===== src/sv/psip_master_guide_table_parser_core_defines.svh =====
// Assertion macros for the MGT parser core.
`ifndef PSIP_MASTER_GUIDE_TABLE_PARSER_CORE_DEFINES_SVH
`define PSIP_MASTER_GUIDE_TABLE_PARSER_CORE_DEFINES_SVH
`ifndef SYNTH
`define PSIP_ASSERT_NOW(lbl, clk, rst_n, ante, cons, msg) \
    lbl: assert property (@(posedge clk) disable iff (!rst_n) (ante) |-> (cons)) \
        else $error(msg);
`define PSIP_ASSERT_NXT(lbl, clk, rst_n, ante, cons, msg) \
    lbl: assert property (@(posedge clk) disable iff (!rst_n) (ante) |=> (cons)) \
        else $error(msg);
`else
`define PSIP_ASSERT_NOW(lbl, clk, rst_n, ante, cons, msg)
`define PSIP_ASSERT_NXT(lbl, clk, rst_n, ante, cons, msg)
`endif
`endif


===== src/sv/psip_mgt_pkg.sv =====
package psip_mgt_pkg;

    typedef enum logic [5:0] {
        PH_HEADER = 6'b000001,
        PH_RECORD = 6'b000010,
        PH_SKIP   = 6'b000100,
        PH_GLEN   = 6'b001000,
        PH_GSKIP  = 6'b010000,
        PH_TAIL   = 6'b100000
    } t_phase;

    localparam logic [1:0] ST_VALID = 2'd0;
    localparam logic [1:0] ST_SHORT = 2'd1;
    localparam logic [1:0] ST_TRUNC = 2'd2;

    localparam logic KIND_ENTRY = 1'b0;
    localparam logic KIND_END   = 1'b1;

    localparam logic [3:0] HDR_LAST_POS = 4'd2;
    localparam logic [3:0] REC_LAST_POS = 4'd10;

    localparam int QAW    = 2;
    localparam int QDEPTH = 1 << QAW;

    typedef struct packed {
        logic        entry_v;
        logic        end_v;
        logic [15:0] e_type;
        logic [12:0] e_pid;
        logic [4:0]  e_ver;
        logic [31:0] e_size;
        logic [11:0] e_dl;
        logic [11:0] x_dl;
        logic [7:0]  x_pv;
        logic [1:0]  x_st;
    } t_evt;

endpackage


===== src/sv/psip_master_guide_table_parser_core.sv =====
// MGT section payload parser: takes one payload byte per cycle whenever full is low and
// returns one entry request per table-type record and one end summary after the byte marked
// last. Results go through a 4-deep request queue and an output register: a result is
// written into the queue at the edge that accepts the byte causing it and is then loaded
// into the output register. A byte that both closes a record and ends the payload yields
// two results from one queue slot, the entry request first and then the end summary. Full
// is high when the request queue holds four pending requests.
module psip_master_guide_table_parser_core
    import psip_mgt_pkg::*;
(
    input  logic        i_clk,
    input  logic        i_rst_n,
    input  logic        push,
    output logic        full,
    input  logic [7:0]  i_data_byte,
    input  logic        i_last_byte,
    output logic        empty,
    input  logic        pop,
    output logic        o_kind,
    output logic [15:0] o_table_type,
    output logic [12:0] o_table_pid,
    output logic [4:0]  o_table_version,
    output logic [31:0] o_table_size_bytes,
    output logic [11:0] o_descriptor_length,
    output logic [7:0]  o_protocol_version,
    output logic [1:0]  o_status,
    output logic        o_last
);

    logic q_full;
    logic q_wr;
    logic q_rd;
    logic q_nempty;
    t_evt q_in;
    t_evt q_head;

    psip_mgt_front u_front (
        .i_clk       (i_clk),
        .i_rst_n     (i_rst_n),
        .i_push      (push),
        .i_full      (q_full),
        .i_data_byte (i_data_byte),
        .i_last_byte (i_last_byte),
        .o_wr        (q_wr),
        .o_evt       (q_in)
    );

    psip_mgt_evq u_evq (
        .i_clk    (i_clk),
        .i_rst_n  (i_rst_n),
        .i_wr     (q_wr),
        .i_evt    (q_in),
        .i_rd     (q_rd),
        .o_full   (q_full),
        .o_nempty (q_nempty),
        .o_head   (q_head)
    );

    psip_mgt_back u_back (
        .i_clk               (i_clk),
        .i_rst_n             (i_rst_n),
        .i_nempty            (q_nempty),
        .i_head              (q_head),
        .i_pop               (pop),
        .o_rd                (q_rd),
        .o_empty             (empty),
        .o_kind              (o_kind),
        .o_table_type        (o_table_type),
        .o_table_pid         (o_table_pid),
        .o_table_version     (o_table_version),
        .o_table_size_bytes  (o_table_size_bytes),
        .o_descriptor_length (o_descriptor_length),
        .o_protocol_version  (o_protocol_version),
        .o_status            (o_status),
        .o_last              (o_last)
    );

    assign full = q_full;

endmodule


===== src/sv/psip_mgt_front.sv =====
`include "psip_master_guide_table_parser_core_defines.svh"

module psip_mgt_front
    import psip_mgt_pkg::*;
(
    input  logic       i_clk,
    input  logic       i_rst_n,
    input  logic       i_push,
    input  logic       i_full,
    input  logic [7:0] i_data_byte,
    input  logic       i_last_byte,
    output logic       o_wr,
    output t_evt       o_evt
);

    t_phase      r_phase, n_phase;
    logic [3:0]  r_pos, n_pos;
    logic [15:0] r_left, n_left;
    logic [7:0]  r_proto, n_proto;
    logic [15:0] r_type, n_type;
    logic [12:0] r_pid, n_pid;
    logic [4:0]  r_ver, n_ver;
    logic [31:0] r_size, n_size;
    logic [11:0] r_skip, n_skip;
    logic [11:0] r_seen, n_seen;

    logic acc;
    logic emit;
    t_evt ev;

    assign acc = i_push && !i_full;

    always_comb begin
        n_phase = r_phase;
        n_pos   = r_pos;
        n_left  = r_left;
        n_proto = r_proto;
        n_type  = r_type;
        n_pid   = r_pid;
        n_ver   = r_ver;
        n_size  = r_size;
        n_skip  = r_skip;
        n_seen  = r_seen;
        emit    = 1'b0;
        ev      = '0;
        if (acc) begin
            case (r_phase)
                PH_HEADER: begin
                    if (r_pos == 4'd0) begin
                        n_proto = i_data_byte;
                    end else if (r_pos == 4'd1) begin
                        n_left = {i_data_byte, 8'h00};
                    end else begin
                        n_left = r_left | {8'h00, i_data_byte};
                    end
                    if (r_pos >= HDR_LAST_POS) begin
                        n_pos   = 4'd0;
                        n_phase = (n_left != 16'd0) ? PH_RECORD : PH_GLEN;
                    end else begin
                        n_pos = r_pos + 4'd1;
                    end
                end
                PH_RECORD: begin
                    case (r_pos)
                        4'd0: n_type = {i_data_byte, 8'h00};
                        4'd1: n_type = r_type | {8'h00, i_data_byte};
                        4'd2: n_pid = {i_data_byte[4:0], 8'h00};
                        4'd3: n_pid = r_pid | {5'd0, i_data_byte};
                        4'd4: n_ver = i_data_byte[4:0];
                        4'd5: n_size = {i_data_byte, 24'h000000};
                        4'd6: n_size = r_size | {8'h00, i_data_byte, 16'h0000};
                        4'd7: n_size = r_size | {16'h0000, i_data_byte, 8'h00};
                        4'd8: n_size = r_size | {24'h000000, i_data_byte};
                        4'd9: n_skip = {i_data_byte[3:0], 8'h00};
                        default: begin
                            n_skip = r_skip | {4'd0, i_data_byte};
                            n_seen = 12'd0;
                        end
                    endcase
                    if (r_pos >= REC_LAST_POS) begin
                        n_pos = 4'd0;
                        if (n_skip == 12'd0) begin
                            emit = 1'b1;
                        end else begin
                            n_phase = PH_SKIP;
                        end
                    end else begin
                        n_pos = r_pos + 4'd1;
                    end
                end
                PH_SKIP: begin
                    n_seen = r_seen + 12'd1;
                    if (n_seen == r_skip) begin
                        emit = 1'b1;
                    end
                end
                PH_GLEN: begin
                    if (r_pos == 4'd0) begin
                        n_skip = {i_data_byte[3:0], 8'h00};
                        n_pos  = 4'd1;
                    end else begin
                        n_skip  = r_skip | {4'd0, i_data_byte};
                        n_seen  = 12'd0;
                        n_pos   = 4'd0;
                        n_phase = (n_skip != 12'd0) ? PH_GSKIP : PH_TAIL;
                    end
                end
                PH_GSKIP: begin
                    n_seen = r_seen + 12'd1;
                    if (n_seen == r_skip) begin
                        n_phase = PH_TAIL;
                    end
                end
                PH_TAIL: begin
                    n_phase = PH_TAIL;
                end
                default: begin
                    n_phase = r_phase;
                end
            endcase

            if (emit) begin
                n_left  = n_left - 16'd1;
                n_phase = (n_left != 16'd0) ? PH_RECORD : PH_GLEN;
                n_pos   = 4'd0;
            end

            ev.entry_v = emit;
            ev.e_type  = n_type;
            ev.e_pid   = n_pid;
            ev.e_ver   = n_ver;
            ev.e_size  = n_size;
            ev.e_dl    = n_seen;

            if (i_last_byte) begin
                // flush an entry cut short inside its descriptors
                if (n_phase == PH_SKIP) begin
                    ev.entry_v = 1'b1;
                end
                ev.end_v = 1'b1;
                if (n_phase == PH_HEADER) begin
                    ev.x_st = ST_SHORT;
                    ev.x_pv = 8'h00;
                    ev.x_dl = 12'd0;
                end else if (n_phase == PH_GSKIP || n_phase == PH_TAIL) begin
                    ev.x_st = ST_VALID;
                    ev.x_pv = n_proto;
                    ev.x_dl = n_seen;
                end else begin
                    ev.x_st = ST_TRUNC;
                    ev.x_pv = n_proto;
                    ev.x_dl = 12'd0;
                end
                n_phase = PH_HEADER;
                n_pos   = 4'd0;
                n_left  = 16'd0;
                n_proto = 8'h00;
                n_type  = 16'd0;
                n_pid   = 13'd0;
                n_ver   = 5'd0;
                n_size  = 32'd0;
                n_skip  = 12'd0;
                n_seen  = 12'd0;
            end
        end
    end

    always_ff @(posedge i_clk) begin
        if (!i_rst_n) begin
            r_phase <= PH_HEADER;
            r_pos   <= 4'd0;
            r_left  <= 16'd0;
            r_proto <= 8'h00;
            r_type  <= 16'd0;
            r_pid   <= 13'd0;
            r_ver   <= 5'd0;
            r_size  <= 32'd0;
            r_skip  <= 12'd0;
            r_seen  <= 12'd0;
        end else begin
            r_phase <= n_phase;
            r_pos   <= n_pos;
            r_left  <= n_left;
            r_proto <= n_proto;
            r_type  <= n_type;
            r_pid   <= n_pid;
            r_ver   <= n_ver;
            r_size  <= n_size;
            r_skip  <= n_skip;
            r_seen  <= n_seen;
        end
    end

    assign o_wr  = acc && (ev.entry_v || ev.end_v);
    assign o_evt = ev;

    `PSIP_ASSERT_NOW(a_skip_nonzero, i_clk, i_rst_n, r_phase == PH_SKIP, r_skip != 12'd0,
        "descriptor skip entered with zero length")
    `PSIP_ASSERT_NOW(a_hdr_pos, i_clk, i_rst_n, r_phase == PH_HEADER, r_pos <= HDR_LAST_POS,
        "header position out of range")

endmodule


===== src/sv/psip_mgt_evq.sv =====
`include "psip_master_guide_table_parser_core_defines.svh"

module psip_mgt_evq
    import psip_mgt_pkg::*;
(
    input  logic i_clk,
    input  logic i_rst_n,
    input  logic i_wr,
    input  t_evt i_evt,
    input  logic i_rd,
    output logic o_full,
    output logic o_nempty,
    output t_evt o_head
);

    t_evt           r_mem [QDEPTH];
    logic [QAW-1:0] r_wp, n_wp;
    logic [QAW-1:0] r_rp, n_rp;
    logic [QAW:0]   r_cnt, n_cnt;
    logic           wr;
    logic           rd;

    assign o_full   = (r_cnt == (QAW+1)'(QDEPTH));
    assign o_nempty = (r_cnt != '0);
    assign o_head   = r_mem[r_rp];

    assign wr = i_wr && !o_full;
    assign rd = i_rd && o_nempty;

    always_comb begin
        n_wp  = wr ? r_wp + 1'b1 : r_wp;
        n_rp  = rd ? r_rp + 1'b1 : r_rp;
        n_cnt = r_cnt;
        if (wr && !rd) begin
            n_cnt = r_cnt + 1'b1;
        end else if (rd && !wr) begin
            n_cnt = r_cnt - 1'b1;
        end
    end

    always_ff @(posedge i_clk) begin
        if (!i_rst_n) begin
            r_wp  <= '0;
            r_rp  <= '0;
            r_cnt <= '0;
        end else begin
            r_wp  <= n_wp;
            r_rp  <= n_rp;
            r_cnt <= n_cnt;
        end
    end

    always_ff @(posedge i_clk) begin
        if (wr) begin
            r_mem[r_wp] <= i_evt;
        end
    end

    `PSIP_ASSERT_NXT(a_q_inc, i_clk, i_rst_n, wr && !rd, r_cnt == $past(r_cnt) + 1'b1,
        "queue count did not advance on push")

endmodule


===== src/sv/psip_mgt_back.sv =====
`include "psip_master_guide_table_parser_core_defines.svh"

module psip_mgt_back
    import psip_mgt_pkg::*;
(
    input  logic        i_clk,
    input  logic        i_rst_n,
    input  logic        i_nempty,
    input  t_evt        i_head,
    input  logic        i_pop,
    output logic        o_rd,
    output logic        o_empty,
    output logic        o_kind,
    output logic [15:0] o_table_type,
    output logic [12:0] o_table_pid,
    output logic [4:0]  o_table_version,
    output logic [31:0] o_table_size_bytes,
    output logic [11:0] o_descriptor_length,
    output logic [7:0]  o_protocol_version,
    output logic [1:0]  o_status,
    output logic        o_last
);

    logic        r_ov;
    logic        r_entry_done;
    logic        r_kind;
    logic [15:0] r_type;
    logic [12:0] r_pid;
    logic [4:0]  r_ver;
    logic [31:0] r_size;
    logic [11:0] r_dl;
    logic [7:0]  r_pv;
    logic [1:0]  r_st;
    logic        r_last;

    logic sel_entry;
    logic load;

    assign sel_entry = i_head.entry_v && !r_entry_done;
    assign load      = i_nempty && (!r_ov || i_pop);
    assign o_rd      = load && !(sel_entry && i_head.end_v);

    always_ff @(posedge i_clk) begin
        if (!i_rst_n) begin
            r_ov         <= 1'b0;
            r_entry_done <= 1'b0;
        end else begin
            if (load) begin
                r_ov         <= 1'b1;
                r_entry_done <= sel_entry && i_head.end_v;
            end else if (i_pop) begin
                r_ov <= 1'b0;
            end
        end
    end

    always_ff @(posedge i_clk) begin
        if (load) begin
            if (sel_entry) begin
                r_kind <= KIND_ENTRY;
                r_type <= i_head.e_type;
                r_pid  <= i_head.e_pid;
                r_ver  <= i_head.e_ver;
                r_size <= i_head.e_size;
                r_dl   <= i_head.e_dl;
                r_pv   <= 8'h00;
                r_st   <= ST_VALID;
                r_last <= !i_head.end_v;
            end else begin
                r_kind <= KIND_END;
                r_type <= 16'd0;
                r_pid  <= 13'd0;
                r_ver  <= 5'd0;
                r_size <= 32'd0;
                r_dl   <= i_head.x_dl;
                r_pv   <= i_head.x_pv;
                r_st   <= i_head.x_st;
                r_last <= 1'b1;
            end
        end
    end

    assign o_empty             = !r_ov;
    assign o_kind              = r_kind;
    assign o_table_type        = r_type;
    assign o_table_pid         = r_pid;
    assign o_table_version     = r_ver;
    assign o_table_size_bytes  = r_size;
    assign o_descriptor_length = r_dl;
    assign o_protocol_version  = r_pv;
    assign o_status            = r_st;
    assign o_last              = r_last;

    `PSIP_ASSERT_NOW(a_done_head, i_clk, i_rst_n, r_entry_done,
        i_nempty && i_head.entry_v && i_head.end_v, "split request lost its head")
    `PSIP_ASSERT_NOW(a_entry_pend, i_clk, i_rst_n, r_ov && r_kind == KIND_ENTRY && !r_last,
        r_entry_done, "entry shown without its summary pending")

endmodule

===== config.mk =====
export PLATFORM = sky130hd
export DESIGN_NAME = psip_master_guide_table_parser_core
export DESIGN_NICKNAME = d
export VERILOG_FILES = /design/src/sv/psip_mgt_pkg.sv /design/src/sv/psip_master_guide_table_parser_core.sv /design/src/sv/psip_mgt_front.sv /design/src/sv/psip_mgt_evq.sv /design/src/sv/psip_mgt_back.sv
export VERILOG_INCLUDE_DIRS = /design/src /design/src/sv
export SDC_FILE = /design/constraint.sdc
export NUM_CORES = 1
export LEC_CHECK = 0
export ABC_AREA = 1
export BUFFER_PORTS_ARGS = -buffer_cell sky130_fd_sc_hd__buf_2
export CAP_MARGIN = 0
export CORE_UTILIZATION = 40
export DETAILED_ROUTE_END_ITERATION = 16
export PLACE_DENSITY = 0.6
export SETUP_SLACK_MARGIN = 0.5
export SLEW_MARGIN = 10
export SYNTH_ARGS = -nofsm -noshare
export SYNTH_HDL_FRONTEND = slang
export SYNTH_SLANG_ARGS = --single-unit

===== constraint.sdc =====
create_clock -name i_clk -period 11.87 [get_ports i_clk]
set_input_delay 1.187 -clock i_clk [delete_from_list [all_inputs] [get_ports i_clk]]
set_output_delay 1.187 -clock i_clk [all_outputs]
set_load 0.01 [all_outputs]

==> metrics.cfg, run 1 <==
[route]
first_iter_violations = 1632
antenna_left = 0
drc = 0
vias_per_cell = 5.37
wl_per_cell_um = 19.6
vias = 19800
firstDrtPassIters = 6
routed_wl_um = 72300

[critical_path]
path_class = reg2reg
reg2regPathDepth = 17
arrival_ns = 5.43
worst_setup_path_end_kind = flip-flop
crit_path_max_fanout = 47
required_ns = 12.10
startpoint_type = flip-flop

[global_route]
grt_max_degree = 105
first_global_vias = 19200
grt-ovfl-total = 0
antenna_found_initial = 0
grt_pass1_wl_um = 111000
track_usage_pct = 20.6

[place]
port_buffers = 104
dp_cells = 3571
place_congestion = 0.863
dpl.hpwl_um = 44200
dpl_cell_area_um2 = 28400

[sta]
hold_viol = 0
worst_pin_slew_ns = 1.17
setup_viol = 0
rsz0062_at_grt = false
max_freq_ghz = 0.192
final-max-slew-violation-count = 0
fin_crit_ns = 5.20
relSlewSlack_pct = 21.3
period_share_pct = 43.8
tns_ns = 0
fin_skew_ns = 0.0167

[flow_run]
cap_violations = 0

[yosys]
synth_area_um2 = 27200
synth.top_cell.area_share_pct = 55.0
synth_area_leaders = edfxtp_1 (55%), dfxtp_1 (9.9%), nor2_1 (7.6%)
netlist_instances = 2713
synth_edf_count = 498
async_flop_share_pct = 0
yosysWarnings = 0
seq_area_frac_synth_pct = 65.0
syn_area_per_cell_um2 = 10.0
synthFlopType = edfxtp_1
synth_nets = 2739
ys_ff_latch = 633
synth_common_cells = nor2_1 (548), edfxtp_1 (498), nand2_1 (466)
yosysUniqueCellTypes = 47
synth_top_area_cell = edfxtp_1
yosysMostFrequentCell = nor2_1

[layout]
antenna_cells = 0
multiInputGateArea_um2 = 8390
finalInstanceArea_um2 = 30600
post-route-util_pct = 45.6
syn_to_final_growth_pct = 12.7
final_cells = 3694
drive_gt1_share_pct = 10.1
fill_cells = 6099
nNetsFinal = 2793
regArea_um2 = 17700

[power_and_ir_drop]
vdd.ir_drop.worst_mv = 0.126
p_per_area_nw_per_um2 = 226
total_power_mw = 6.92
leakage_nw = 10.9

[status]
outcome = finished clean

[min_path]
whs_path_depth = 2
hold_class = reg2reg

[cts]
clock_latency_ns = 0.60
cts_buffers = 67
post_cts_buffers = 0
clk_pin_slew_worst_paths_ns = 0.06
clock_path_buffers = 3
cts_tree = done
postCtsHoldBufs = 0
h-tree-depth = 3
cts_root_buf = clkbuf_16
cts_sinks = 633
cts_resized = 0

[die]
io_pins = 105
die_h_um = 263
dieArea_um2 = 69000
initial_core_util_pct = 40.5
chipWidth_um = 263
core_um2 = 67200
row_count = 95

## power breakdown
group,switching (mW),leakage (nW),internal (mW)
sequential,0.0959,5.82,2.74
clock,0.866,1.07,1.22
combinational,1.46,4.05,0.533
total,2.42,10.9,4.50
## path summary, 6_finish.rpt
| kind | from | end | slack [ns] |
|---|---|---|---|
| max | u_front.r_pos[0]$_SDFFE_PN0P_ | u_evq.r_mem[1][87]$_DFFE_PP_ | 6.67 |
| min | u_front.r_type[12]$_SDFFE_PN0P_ | u_front.r_type[12]$_SDFFE_PN0P_ | 0.47 |
| max reg2reg | u_front.r_pos[0]$_SDFFE_PN0P_ | u_evq.r_mem[1][87]$_DFFE_PP_ | 6.67 |
| min reg2reg | u_front.r_type[12]$_SDFFE_PN0P_ | u_front.r_type[12]$_SDFFE_PN0P_ | 0.47 |
## routing by layer
layer	wire (µm)	track usage [%]	vias up
li1	-	-	9437
met1	32100	27.8	9669
met2	34300	34.0	628
met3	4340	3.32	107
met4	1550	6.63	0
met5	0	0	-
## logic make-up (layout without fill, tap and decap cells)
family                   count (synthesis)  after routing  share of synthesized area [%]
AND/OR/NAND/NOR                       1168           1168                           17.6
flip-flops                             633            633                           65.0
AO/OA/AOI/OAI                          597            597                           12.0
buffers and inverters                  290            398                           4.30
adder cells (fa/ha/maj)                 13             13                          0.626
XOR/XNOR                                12             12                          0.488
## per-stage QoR
stage,hold slack [ns],setup WS [ns]
floorplan,0.436,4.64
CTS,0.466,6.67
finish,0.465,6.67
global route,0.476,6.24
global placement,0.450,6.71
detailed placement,0.456,6.69
## worst max-delay path, stage by stage (launching register included)
cell and delay (ns):
dfxtp_1 0.42, inv_1 0.12, ha_1 0.27, nand2_2 0.42
nand2_2 0.17, nor2_8 0.23, nand3_4 0.18, nand2_1 0.10
nand2_1 0.07, nor2_1 0.12, nand2_1 0.08, nor2_2 0.18
nand2_1 0.09, o31ai_1 0.25, o21ai_2 0.27, nor2_4 0.43
buf_4 0.64, buf_4 0.72
## cell usage in the layout, fill, tap and decap left out, drive strengths merged, types with 4 or more instances in the layout
master  count
clkbuf     88
o21a       16
a31oi      13
inv       144
nor4        5
nand2     477
a21oi     233
clkinv     30
a22o        4
buf       128
a22oi      15
edfxtp    498
o22ai      30
o21ai     253
ha         12
a211oi      7
dfxtp     135
bufinv      5
o211ai     15
nand4      29
nor3       12
a32o        8
xnor2       4
nor2      559
or2        12
xor2        6
nand3      70
## sequential cells by signal, indices dropped and copies added (netlist names), 13 cells and up, named ones only
register / count
u_front.r_size: 32
u_back.o_table_pid: 13
u_front.r_pid: 13
u_front.r_type: 16
u_back.o_table_size_bytes: 32
u_evq.r_mem: 408
u_front.r_left: 16
u_back.o_table_type: 16
## cell type report
| class | instances | area share, % |
|---|---|---|
| Sequential cell | 633 | 57.7 |
| Multi-Input combinational cell | 1790 | 27.4 |
| Clock buffer | 88 | 6.07 |
| Tap cell | 873 | 3.57 |
| Timing Repair Buffer | 128 | 2.29 |
| Inverter | 147 | 1.83 |
| Clock inverter | 35 | 1.13 |
Power figures use the tool's default switching activity.
==> run 2, diff against run 1 <==
==> constraint.sdc (replaced) <==
create_clock -name i_clk -period 4.92 [get_ports i_clk]
set_input_delay 0.492 -clock i_clk [delete_from_list [all_inputs] [get_ports i_clk]]
set_output_delay 0.492 -clock i_clk [all_outputs]
set_load 0.01 [all_outputs]
==> run 2 against run 1 <==
Routed wire length decreased by 2.0%; largest power group unchanged; critical endpoint is now u_evq.r_cnt[2]$_SDFFE_PN0P_; sequential cell count is the same; combinational power rose by 140%; clock power grew to 2.6 times the previous value; highest routed layer unchanged; final area grew 1.8%.
==> metrics.cfg, run 2 (synthesis results as in run 1) <==
[cts]
h-tree-depth = 3  ; unchanged
clock_latency_ns = 0.62  ; was 0.60 ns
cts_buffers = 71  ; was 67
cts_root_buf = clkbuf_16  ; unchanged
clock_path_buffers = 3  ; unchanged
clk_pin_slew_worst_paths_ns = 0.06  ; about the same
cts_sinks = 633  ; unchanged
cts_tree = done  ; unchanged

[critical_path]
required_ns = 5.41  ; was 12.10 ns
crit_path_max_fanout = 11  ; was 47
arrival_ns = 4.48  ; was 5.43 ns
path_class = reg2reg  ; unchanged
worst_setup_path_end_kind = flip-flop  ; unchanged
startpoint_type = flip-flop  ; unchanged

[power_and_ir_drop]
leakage_nw = 11.2  ; was 10.9 nW
p_per_area_nw_per_um2 = 547  ; was 226 nW/µm²
vdd.ir_drop.worst_mv = 0.256  ; was 0.126 mV

[min_path]
hold_class = in2reg  ; was reg2reg

[global_route]
first_global_vias = 19500  ; was 19200
grt_max_degree = 113  ; was 105
antenna_found_initial = 0  ; unchanged
grt-ovfl-total = 0  ; unchanged
track_usage_pct = 20.6  ; about the same
grt_pass1_wl_um = 111000  ; about the same

[sta]
final-max-slew-violation-count = 0  ; unchanged
max_freq_ghz = 0.250  ; was 0.192 GHz
worst_pin_slew_ns = 1.19  ; was 1.17 ns
period_share_pct = 81.1  ; was 43.8%
setup_viol = 0  ; unchanged
tns_ns = 0  ; unchanged
hold_viol = 0  ; unchanged
fin_crit_ns = 3.99  ; was 5.20 ns
rsz0062_at_grt = false  ; unchanged
relSlewSlack_pct = 19.9  ; was 21.3%
fin_skew_ns = 0.0284  ; was 0.0167 ns

[route]
first_iter_violations = 1588  ; was 1632
antenna_left = 0  ; unchanged
vias = 19800  ; about the same
wl_per_cell_um = 19.0  ; was 19.6 µm
drc = 0  ; unchanged
vias_per_cell = 5.31  ; was 5.37
routed_wl_um = 70800  ; was 72300 µm
firstDrtPassIters = 6  ; unchanged

[flow_run]
cap_violations = 0  ; unchanged

[die]
initial_core_util_pct = 40.5  ; unchanged
row_count = 95  ; unchanged
io_pins = 105  ; unchanged
die_h_um = 263  ; unchanged
core_um2 = 67200  ; unchanged
dieArea_um2 = 69000  ; unchanged
chipWidth_um = 263  ; unchanged

[layout]
antenna_cells = 0  ; unchanged
drive_gt1_share_pct = 11.7  ; was 10.1%
top_register = u_evq.r_mem  ; unchanged
final_cells = 3730  ; was 3694
syn_to_final_growth_pct = 14.7  ; was 12.7%
largest_reg_flops = 408  ; unchanged
nNetsFinal = 2825  ; was 2793
final_common_cell = nor2_1  ; unchanged
layout_common_cells = nor2_1 (543), edfxtp_1 (498), nand2_1 (466)  ; unchanged

[place]
place_congestion = 0.879  ; was 0.863
port_buffers = 104  ; unchanged
dpl.hpwl_um = 44600  ; was 44200 µm
dp_cells = 3592  ; was 3571

[status]
outcome = finished clean  ; unchanged

[run 2: changes by cell type in the layout (fill, tap and decap cells not counted), moves of 3 or more]
| cell | delta |
|---|---|
| buf_12 | +10 |
| clkbuf_1 | -5 |
| clkinv_8 | -3 |
| buf_4 | +18 |
| clkbuf_16 | +5 |
| clkinv_1 | -5 |
| clkinv_2 | +8 |
| clkinv_4 | -3 |
| clkbuf_8 | +6 |
[run 2: layout make-up]
type	instances	area (µm²)
tap	873	1090
inverter	147	559
fill	6079	36000
sequential	633	17700
clock inverter	37	369
timing repair buffer	156	1040
clock buffer	94	2050
multi-input combinational	1790	8400
[run 2: path summary, 6_finish.rpt]
kind / start / endpoint / slack, ns / cells past startpoint
hold reg to reg: u_front.r_size[27]$_SDFFE_PN0P_ / u_front.r_size[27]$_SDFFE_PN0P_ / 0.46 / 2
setup / recovery: u_front.r_pos[0]$_SDFFE_PN0P_ / u_evq.r_cnt[2]$_SDFFE_PN0P_ / 0.93 / 22
setup reg to reg: u_front.r_pos[0]$_SDFFE_PN0P_ / u_evq.r_cnt[2]$_SDFFE_PN0P_ / 0.93 / 22
hold / removal: pop / u_back.r_ov$_SDFFE_PN0P_ / 0.30 / 4
[run 2: repair_timing]
item                       4_1_cts  5_1_grt
setup endpoints to repair        0      215
hold buffers                     0        0
setup buffers                    0        7
gates resized for setup          0        3
[run 2: per-stage QoR]
stage	power [mW]	utilization (%)	hold slack [ns]	setup slack, ns	cell area, µm²
5_1_grt	18.0	46.4	0.320	0.572	31200
6_report	17.1	46.4	0.301	0.928	31200
2_1_floorplan	10.1	-	0.436	-0.356	27200
4_1_cts	17.2	46.3	0.268	0.657	31100
3_3_place_gp	11.7	42.7	0.440	0.724	28700
3_5_place_dp	11.8	42.7	0.455	0.687	28700
[run 2: per-layer routing]
layer / routed length [µm] / global-route usage [%]
met5: 0 / 0
met4: 1890 / 7.54
met3: 3990 / 3.26
met2: 33800 / 33.8
met1: 31100 / 27.7
[run 2: worst max-delay path: stages, from the launching register on]
cell     delay (ns)
dfxtp_1        0.43
inv_1          0.12
ha_1           0.28
nand2_2        0.24
nand2_2        0.13
nor2_8         0.20
nand3_4        0.16
nand2_1        0.09
nand2_1        0.07
nor2_1         0.12
nand2_1        0.08
nor2_2         0.14
nand2_1        0.09
o31ai_2        0.27
o21ai_4        0.17
inv_1          0.10
ha_1           0.13
inv_1          0.07
fa_1           0.45
a21oi_1        0.15
o21ai_0        0.11
o21ai_0        0.18
a21oi_1        0.06
[run 2: power by group]
part	switching, mW	internal [mW]
logic	3.39	1.37
clock network	2.14	3.26
registers	0.285	6.61
==> run 3, diff against run 2 <==
==> constraint.sdc (replaced) <==
create_clock -name i_clk -period 3.85 [get_ports i_clk]
set_input_delay 0.385 -clock i_clk [delete_from_list [all_inputs] [get_ports i_clk]]
set_output_delay 0.385 -clock i_clk [all_outputs]
set_load 0.01 [all_outputs]
==> run 3 against run 2 <==
The run now ends with design-rule violations left; setup slack got worse by 0.37 ns; worst hold slack got worse by 0.13 ns; sequential cell count unchanged; utilization increased by 1.9 points; maximum frequency increased by 21%; first-iteration DRC count increased by 26%; critical path type unchanged; largest cell class unchanged.
==> metrics.cfg, run 3 (synthesis results as in run 1) <==
[layout]
regArea_um2 = 17700  ; about the same
post-route-util_pct = 48.4  ; was 46.4%
fill_cells = 6035  ; was 6079
syn_to_final_growth_pct = 19.5  ; was 14.7%
layout_common_cells = nor2_1 (530), edfxtp_1 (498), nand2_1 (447)  ; was nor2_1 (543), edfxtp_1 (498), nand2_1 (466)
antenna_cells = 0  ; unchanged
nNetsFinal = 2913  ; was 2825
drive_gt1_share_pct = 16.2  ; was 11.7%
multiInputGateArea_um2 = 8720  ; was 8400 µm²
top_register = u_evq.r_mem  ; unchanged
largest_reg_flops = 408  ; unchanged
final_common_cell = nor2_1  ; unchanged

[sta]
rsz0062_at_grt = true  ; was false
hold_viol = 0  ; unchanged
worst_pin_slew_ns = 1.15  ; was 1.19 ns
relSlewSlack_pct = 23.0  ; was 19.9%
final-max-slew-violation-count = 0  ; unchanged
setup_viol = 0  ; unchanged
period_share_pct = 85.4  ; was 81.1%
max_freq_ghz = 0.304  ; was 0.250 GHz
fin_crit_ns = 3.29  ; was 3.99 ns
fin_skew_ns = 0.0373  ; was 0.0284 ns

[cts]
cts_buffers = 71  ; unchanged
cts_root_buf = clkbuf_16  ; unchanged
clk_pin_slew_worst_paths_ns = 0.06  ; about the same
cts_tree = done  ; unchanged
postCtsHoldBufs = 0  ; unchanged
h-tree-depth = 3  ; unchanged
clock_latency_ns = 0.63  ; was 0.62 ns
cts_sinks = 633  ; unchanged
clock_path_buffers = 3  ; unchanged

[die]
initial_core_util_pct = 40.5  ; unchanged
io_pins = 105  ; unchanged
die_h_um = 263  ; unchanged
chipWidth_um = 263  ; unchanged
core_um2 = 67200  ; unchanged
dieArea_um2 = 69000  ; unchanged
row_count = 95  ; unchanged

[global_route]
grt_max_degree = 117  ; was 113
track_usage_pct = 21.0  ; was 20.6%
grt_pass1_wl_um = 113000  ; was 111000 µm
grt-ovfl-total = 0  ; unchanged
antenna_found_initial = 1  ; was 0
first_global_vias = 19600  ; was 19500

[place]
dpl.hpwl_um = 45900  ; was 44600 µm
port_buffers = 104  ; unchanged
place_congestion = 0.925  ; was 0.879

[route]
drc = 2  ; was 0
routed_wl_um = 74700  ; was 70800 µm
firstDrtPassIters = 11  ; was 6
vias = 20400  ; was 19800
first_iter_violations = 2002  ; was 1588
wl_per_cell_um = 19.6  ; was 19.0 µm
antenna_left = 0  ; unchanged
vias_per_cell = 5.35  ; was 5.31

[critical_path]
startpoint_type = flip-flop  ; unchanged
cp_cell_sequence = buf_6 > ha_4 > nand3_4 > nand2_2 > nor2_4 > buf_6 > nand4_4 > a21oi_2 > nand2_1 > nor2_4 > nand2_2 > o31ai_4 > o21ai_4 > inv_2 > ha_4 > inv_2 > fa_2 > a21oi_2 > o21ai_2 > o21ai_1 > a21oi_1  ; was inv_1 > ha_1 > nand2_2 > nand2_2 > nor2_8 > nand3_4 > nand2_1 > nand2_1 > nor2_1 > nand2_1 > nor2_2 > nand2_1 > o31ai_2 > o21ai_4 > inv_1 > ha_1 > inv_1 > fa_1 > a21oi_1 > o21ai_0 > o21ai_0 > a21oi_1
cp.buffers_inverters = 4  ; was 3
critPathTopFamily = compound AO/OA/AOI/OAI gates  ; was simple AND/OR/NAND/NOR gates
required_ns = 4.33  ; was 5.41 ns
worst_setup_path_end_kind = flip-flop  ; unchanged
arrival_ns = 3.77  ; was 4.48 ns
path_class = reg2reg  ; unchanged
crit_path_max_fanout = 5  ; was 11
cp_slowest_cell = dfxtp_4  ; was fa_1
critPathMaxStageDelay_ns = 0.37  ; was 0.45 ns

[power_and_ir_drop]
leakage_nw = 11.7  ; was 11.2 nW
total_power_mw = 22.3  ; was 17.1 mW
pwr-share-comb_pct = 30.5  ; was 27.9%
p_int_mw = 14.5  ; was 11.2 mW
switchingPower_mw = 7.79  ; was 5.82 mW
vdd.ir_drop.worst_mv = 0.356  ; was 0.256 mV
swShare_pct = 34.9  ; was 34.1%
p_clk_share_pct = 30.1  ; was 31.7%
p_seq_share_pct = 39.4  ; was 40.4%
p_per_area_nw_per_um2 = 687  ; was 547 nW/µm²

[status]
violations = design-rule violations
outcome = finished, violations left  ; was finished clean

[min_path]
hold_class = in2reg  ; unchanged

[flow_run]
cap_violations = 0  ; unchanged

[run 3: cell count changes in the layout (fill, tap and decap cells not counted), sizes merged]
| cell | previous run | this run |
|---|---|---|
| bufinv | 6 | 5 |
| buf | 156 | 235 |
| clkinvlp | 4 | 6 |
| inv | 147 | 148 |
| clkbuf | 94 | 104 |
| clkinv | 27 | 25 |
[run 3: what timing repair did]
item | in CTS | in global routing
endpoints found under the hold margin | 0 | 0
gates cloned | 0 | 10
gates resized for setup | 9 | 79
buffers inserted | 13 | 29
pin swaps | 10 | 47
endpoints found under the setup margin | 299 | 440
[run 3: per-layer routing]
layer	wire length, µm	track usage [%]	vias up
met4	1630	6.30	2
li1	-	-	9723
met3	4870	3.52	115
met5	8	0	-
met2	35500	34.4	673
met1	32700	28.6	9920
[run 3: cell type report]
| type | count | area share, % |
|---|---|---|
| Clock buffer | 95 | 6.00 |
| Clock inverter | 37 | 1.16 |
| Inverter | 147 | 1.76 |
| Multi-Input combinational cell | 1790 | 26.8 |
| Sequential cell | 633 | 54.4 |
| Tap cell | 873 | 3.36 |
| Timing Repair Buffer | 244 | 6.45 |
[run 3: power groups by stage]
stage / logic [mW] / clock network, mW / registers [mW]
after floorplan: 3.88 / 0 / 9.08
after global placement: 6.33 / 0 / 8.92
after detailed placement: 6.41 / 0 / 8.94
after CTS: 6.53 / 6.85 / 8.81
after global routing: 7.48 / 7.14 / 8.89
final: 6.79 / 6.71 / 8.80
[run 3: through the flow]
stage          area [µm²]  setup WS, ns  hold slack, ns  TNS (ns)  cells
2_1_floorplan       27400        -0.148           0.436    -53.51   2713
3_3_place_gp        29300         0.232           0.435         0   3635
3_5_place_dp        29300         0.218           0.448         0   3635
4_1_cts             31700         0.463           0.146         0   3780
5_1_grt             32500         0.371           0.169         0   3819
6_report            32500         0.563           0.171         0   3819
[run 3: final timing paths]
check	start	to	slack [ns]	cells after the start
setup reg to reg	u_front.r_pos[1]$_SDFFE_PN0P_	u_evq.r_cnt[2]$_SDFFE_PN0P_	0.56	21
setup / recovery	u_front.r_pos[1]$_SDFFE_PN0P_	u_evq.r_cnt[2]$_SDFFE_PN0P_	0.56	21
hold reg to reg	u_evq.r_rp[1]$_SDFFE_PN0P_	flip-flop	0.46	2
hold / removal	i_rst_n	u_front.r_pos[1]$_SDFFE_PN0P_	0.17	3
[run 3: worst register-to-register path, cell delays in order, from the launching register on]
cell     delay (ns)
dfxtp_4        0.37
buf_6          0.12
ha_4           0.16
nand3_4        0.06
nand2_2        0.07
nor2_4         0.21
buf_6          0.14
nand4_4        0.13
a21oi_2        0.20
nand2_1        0.10
nor2_4         0.15
nand2_2        0.09
o31ai_4        0.27
o21ai_4        0.11
inv_2          0.08
ha_4           0.12
inv_2          0.04
fa_2           0.36
a21oi_2        0.15
o21ai_2        0.08
o21ai_1        0.12
a21oi_1        0.05
